<file path="src/rtl/gem_pkg.sv">
package gem_pkg;

   localparam int CHAN_BITS      = 8;
   localparam int PIXEL_BITS     = 3 * CHAN_BITS;
   localparam int KIND_BITS      = 2;
   localparam int WIDTH_BITS     = 11;
   localparam int ROW_BITS       = 16;
   localparam int CSR_DATA_BITS  = 16;
   localparam int CSR_INDEX_BITS = 2;
   localparam int GRAD_BITS      = 11;
   localparam int SUM_BITS       = 22;
   localparam int ROOT_IN_BITS   = 16;
   localparam int TAP_COUNT      = 9;
   localparam int TAP_BITS       = 4;
   localparam int ROOT_STEPS     = 8;
   localparam int ROOT_SEL_BITS  = 3;
   localparam int WEIGHT_BITS    = 3;

   localparam logic ACT_PUSH  = 1'b0;
   localparam logic ACT_DRAIN = 1'b1;

   localparam logic [KIND_BITS-1:0] OP_ROBERTS = 2'd0;
   localparam logic [KIND_BITS-1:0] OP_PREWITT = 2'd1;
   localparam logic [KIND_BITS-1:0] OP_SOBEL   = 2'd2;

   localparam logic [CSR_INDEX_BITS-1:0] CSR_OPERATOR = 2'd0;
   localparam logic [CSR_INDEX_BITS-1:0] CSR_WIDTH    = 2'd1;
   localparam logic [CSR_INDEX_BITS-1:0] CSR_HEIGHT   = 2'd2;

   localparam logic [1:0] OFF_NEG  = 2'd0;
   localparam logic [1:0] OFF_ZERO = 2'd1;
   localparam logic [1:0] OFF_POS  = 2'd2;

   // tap t covers column offset t/3 - 1 and row offset t%3 - 1
   localparam logic [1:0] TAP_COL [TAP_COUNT] = '{
      OFF_NEG, OFF_NEG, OFF_NEG, OFF_ZERO, OFF_ZERO, OFF_ZERO, OFF_POS, OFF_POS, OFF_POS};
   localparam logic [1:0] TAP_ROW [TAP_COUNT] = '{
      OFF_NEG, OFF_ZERO, OFF_POS, OFF_NEG, OFF_ZERO, OFF_POS, OFF_NEG, OFF_ZERO, OFF_POS};

   // [kind][axis][tap]
   localparam logic signed [WEIGHT_BITS-1:0] WEIGHTS [3][2][TAP_COUNT] = '{
      '{ '{3'sd1, 3'sd0, 3'sd0, 3'sd0, -3'sd1, 3'sd0, 3'sd0, 3'sd0, 3'sd0},
         '{3'sd0, 3'sd1, 3'sd0, -3'sd1, 3'sd0, 3'sd0, 3'sd0, 3'sd0, 3'sd0} },
      '{ '{-3'sd1, 3'sd0, 3'sd1, -3'sd1, 3'sd0, 3'sd1, -3'sd1, 3'sd0, 3'sd1},
         '{-3'sd1, -3'sd1, -3'sd1, 3'sd0, 3'sd0, 3'sd0, 3'sd1, 3'sd1, 3'sd1} },
      '{ '{-3'sd1, 3'sd0, 3'sd1, -3'sd2, 3'sd0, 3'sd2, -3'sd1, 3'sd0, 3'sd1},
         '{-3'sd1, -3'sd2, -3'sd1, 3'sd0, 3'sd0, 3'sd0, 3'sd1, 3'sd2, 3'sd1} }
   };

   typedef struct packed {
      logic                     clear;
      logic                     accum;
      logic                     square;
      logic                     root_step;
      logic [TAP_BITS-1:0]      tap;
      logic [KIND_BITS-1:0]     kind;
      logic [ROOT_SEL_BITS-1:0] bit_sel;
   } lane_ctl_type;

endpackage

</file>
<file path="src/rtl/gem_lane.sv">
module gem_lane (
   input  logic                                 clock,
   input  gem_pkg::lane_ctl_type                ctl,
   input  logic [gem_pkg::CHAN_BITS-1:0]        pix,
   output logic [gem_pkg::CHAN_BITS-1:0]        mag
);

   logic signed [gem_pkg::GRAD_BITS-1:0]   gx_ff, gx_in, gy_ff, gy_in;
   logic signed [gem_pkg::GRAD_BITS-1:0]   pix_s, wx_s, wy_s;
   logic signed [gem_pkg::SUM_BITS-1:0]    gx2, gy2, sum;
   logic [gem_pkg::ROOT_IN_BITS-1:0]       sq_ff, sq_in, trial_sq;
   logic                                   sat_ff, sat_in;
   logic [gem_pkg::CHAN_BITS-1:0]          root_ff, root_in, trial;

   always_comb begin
      pix_s    = gem_pkg::GRAD_BITS'($signed({1'b0, pix}));
      wx_s     = gem_pkg::GRAD_BITS'(gem_pkg::WEIGHTS[ctl.kind][0][ctl.tap]);
      wy_s     = gem_pkg::GRAD_BITS'(gem_pkg::WEIGHTS[ctl.kind][1][ctl.tap]);
      gx2      = gem_pkg::SUM_BITS'(gx_ff) * gem_pkg::SUM_BITS'(gx_ff);
      gy2      = gem_pkg::SUM_BITS'(gy_ff) * gem_pkg::SUM_BITS'(gy_ff);
      sum      = gx2 + gy2;
      trial    = root_ff | (gem_pkg::CHAN_BITS'(1) << ctl.bit_sel);
      trial_sq = gem_pkg::ROOT_IN_BITS'(trial) * gem_pkg::ROOT_IN_BITS'(trial);
      gx_in    = gx_ff;
      gy_in    = gy_ff;
      sq_in    = sq_ff;
      sat_in   = sat_ff;
      root_in  = root_ff;
      if (ctl.clear) begin
         gx_in = '0;
         gy_in = '0;
      end else if (ctl.accum) begin
         gx_in = gx_ff + wx_s * pix_s;
         gy_in = gy_ff + wy_s * pix_s;
      end
      if (ctl.square) begin
         sq_in   = sum[gem_pkg::ROOT_IN_BITS-1:0];
         sat_in  = |sum[gem_pkg::SUM_BITS-1:gem_pkg::ROOT_IN_BITS];
         root_in = '0;
      end else if (ctl.root_step) begin
         if (trial_sq <= sq_ff) begin
            root_in = trial;
         end
      end
   end

   always_ff @(posedge clock) begin
      gx_ff   <= gx_in;
      gy_ff   <= gy_in;
      sq_ff   <= sq_in;
      sat_ff  <= sat_in;
      root_ff <= root_in;
   end

   assign mag = sat_ff ? '1 : root_ff;

endmodule

</file>
<file path="config.mk">
export PLATFORM = sky130hd
export DESIGN_NAME = gem_lane
export DESIGN_NICKNAME = d
export VERILOG_FILES = /design/src/rtl/gem_pkg.sv /design/src/rtl/gem_lane.sv
export SDC_FILE = /design/constraint.sdc
export NUM_CORES = 1
export LEC_CHECK = 0
export BUFFER_PORTS_ARGS = -buffer_cell sky130_fd_sc_hd__buf_2
export CORE_MARGIN = 8
export CORE_UTILIZATION = 30
export DETAILED_ROUTE_END_ITERATION = 16
export HOLD_SLACK_MARGIN = 0.15
export MAX_ROUTING_LAYER = met4
export SLEW_MARGIN = 25
export SYNTH_ARGS = -nofsm -noshare
export SYNTH_HDL_FRONTEND = slang
export SYNTH_SLANG_ARGS = --single-unit
</file>
<file path="constraint.sdc">
create_clock -name clock -period 9.5 [get_ports clock]
set_input_delay 1.9 -clock clock [delete_from_list [all_inputs] [get_ports clock]]
set_output_delay 1.9 -clock clock [all_outputs]
set_load 0.02 [all_outputs]
</file>
==> out/metrics.yaml <==
dp_cells: 2170
die_w_um: 234
drtAntennaViolNets: 0
clock.fmax_mhz: 129
tightest_slew_ps: 871
synth_top_family_by_area: "adder cells"
slew_headroom_pct: 41.9
final_nets: 2049
synthAdderAreaFrac_pct: 56.2
period_needed_ps: 7770
powerDensity_mw_per_mm2: 97.4
yosysSeqAreaShare_pct: 7.78
yosys_register_bits: 47
ir_drop_v: 0.0000772
syn_area_mm2: 0.0143
path_class: "in2reg"
fin_setup_tns_ps: 0
grt_overflow: 0
leakage_uw: 0.00734
gp_routability_congestion: 0.849
io_pins: 30
status: "completed"
cp-startpoint: "ctl[2]"
num_vias: 9938
dieArea_mm2: 0.0548
grt_start_max_net_pins: 30
hold_path_class: "reg2reg"
synthMuxAreaShare_pct: 1.37
cp_top_family: "adder cells"
slowest_stage: "a21oi_1"
area_growth_pct: 6.72
worstPathArrival_ps: 8010
hold_violations: 0
synth-compound-area-share_pct: 6.11
final_cell_mix: "415 x inv_1, 294 x fa_1, 171 x ha_1"
cts_setup_buffers: 0
path_buf_inv: 5
end_kind: "flip-flop"
synthSimpleGateAreaFrac_pct: 12.9
dr.pass1.iters: 6
post_drt_wl_per_cell_um: 13.7
clockRootBuffer: "clkbuf_16"
cp_cell_sequence: "buf_2, nor2_1, a21oi_1, inv_1, nand2_1, inv_1, fa_1, fa_1, inv_1, fa_1, fa_1, inv_1, ha_1, or3_1, o211ai_1, nand3_1, o41a_1, xnor2_1, ha_1, nor4b_1, o211ai_1, a211oi_1"
path_max_fanout: 10
place_worst_setup_slack_ps: 1510
r2r_setup_slack_ps: 2260
cp-start-kind: "input port"
clock_latency_ps: 330
drt_iter0_drc: 451
cts_buffers: 5
start_util_pct: 30.2
reg2reg_to: "sat_ff$_DFFE_PP_"
grt_pass1_wl_um: 52500
grt_pass1_vias: 11060
clk_path_buf_depth: 2
die_h_um: 234
core_mm2: 0.0473
ys.flop_type: "dfxtp_1"
max_stage_delay_ps: 620
synthArstFlopShare_pct: 0
instances_no_fill: 2179
synthCells: 1560
yosysWarnings: 0
finalSetupViolations: 0
drcViolationCount: 0
fin_area_mm2: 0.0152
wl_um: 29900
mostFrequentLayoutCell: "inv_1"
fin_crit_sh_pct: 81.8
rr_startpoint: "gy_ff[10]$_SDFFE_PP0P_"
crit_end: "root_ff[5]$_SDFFE_PP0P_"
drv_cap: 0
cts_max_level: 2
placed_area_mm2: 0.0151
synth_edf_count: 17
report.final.slew_viol_count: 0
cts_tree: "built"
synth_xor_area_share_pct: 3.73
clock-sinks: 47
cp_num_cells: 22
antenna_found_initial: 1
viasPerCell: 4.56
synth.avg_cell_area_um2: 9.16
hpwlAfterDp_um: 25600
fill_cells: 4881
rsz0062_at_grt: "no"
drive_gt1_share_pct: 5.25
reg2reg_depth: 19
path_clk_slew_ps: 70
syn_nets: 2047
grt_usage_pct: 12.2
post_cts_resized: 0
holdWs_ps: 540
fin_skew_ps: 10.7
layout_setup_ws_ps: 1730
rows: 80
hold_buffers: 0
synth_cell_types: 62
required_ps: 9740
place.port_buffers: 29
kinds of logic (layout without fill, tap and decap cells):
logic type / count (synthesis) / count (layout)
other: 0 / 1
multiplexers: 19 / 19
adder cells (fa/ha/maj): 465 / 465
flip-flops: 47 / 47
AND/OR/NAND/NOR: 385 / 385
buffers and inverters: 453 / 456
XOR/XNOR: 60 / 60
AO/OA/AOI/OAI: 131 / 131
cell usage after synthesis, types with 21 or more instances:
library cell	instances	share of area, %
and2_1	48	2.1
nand2_1	110	2.9
clkbuf_1	30	0.79
nor3_1	21	0.74
nor2_1	111	2.9
inv_1	415	11
or2_2	28	1.2
ha_1	171	15
xnor2_1	49	3.0
fa_1	294	41
nor2b_1	21	0.92
a21oi_1	32	1.1
o21ai_0	27	0.95
dfxtp_1	30	4.2
area by class of cell:
class,count,area (µm²),share of cell area (%)
timing repair buffer,33,175,1.15
inverter,415,1560,10.2
multi-input combinational,1060,11500,75.2
clock buffer,7,134,0.878
sequential,47,1110,7.29
tap,615,769,5.05
antenna,1,2.50,0.0164
clock inverter,1,30.0,0.197
sequential cells by signal (all words and copies together) (netlist names):
| name | count |
|---|---|
| root_ff | 8 |
| gx_ff | 11 |
| gy_ff | 11 |
| sq_ff | 16 |
| sat_ff | 1 |
power by group:
part | leakage [µW] | total, µW | switching [µW] | internal, µW
sequential | 0.000416 | 326 | 65.5 | 261
clock | 0.0000811 | 212 | 85.9 | 126
combinational | 0.00685 | 946 | 546 | 401
total | 0.00734 | 1480 | 697 | 787
tightest hold or removal path: stages (launching register included):
cell      delay (ps)
dfxtp_1          330
nor2_1           100
a211oi_1          70
layer usage:
layer | global-route usage (%) | part of all wire, %
met1 | 14.6 | 44
met2 | 21.2 | 51
met3 | 1.74 | 3.1
met4 | 3.34 | 2.0
met5 | - | 0
worst min-delay path by stage:
stage,start,endpoint,slack [ps],cells past startpoint
floorplan,root_ff[5]$_SDFFE_PP0P_,root_ff[5]$_SDFFE_PP0P_,500,2
global placement,root_ff[2]$_SDFFE_PP0P_,root_ff[2]$_SDFFE_PP0P_,530,2
detailed placement,root_ff[2]$_SDFFE_PP0P_,root_ff[2]$_SDFFE_PP0P_,530,2
CTS,root_ff[2]$_SDFFE_PP0P_,root_ff[2]$_SDFFE_PP0P_,540,2
global route,root_ff[2]$_SDFFE_PP0P_,root_ff[2]$_SDFFE_PP0P_,570,2
finish,root_ff[2]$_SDFFE_PP0P_,root_ff[2]$_SDFFE_PP0P_,540,2
metrics by stage:
stage          total power (µW)  util, %
5_1_grt                    1660     32.2
6_report                   1480     32.2
4_1_cts                    1510     32.2
3_3_place_gp               1250     31.8
2_1_floorplan              1030        -
3_5_place_dp               1280     31.8
No activity file was read; power rests on OpenSTA's default activity.
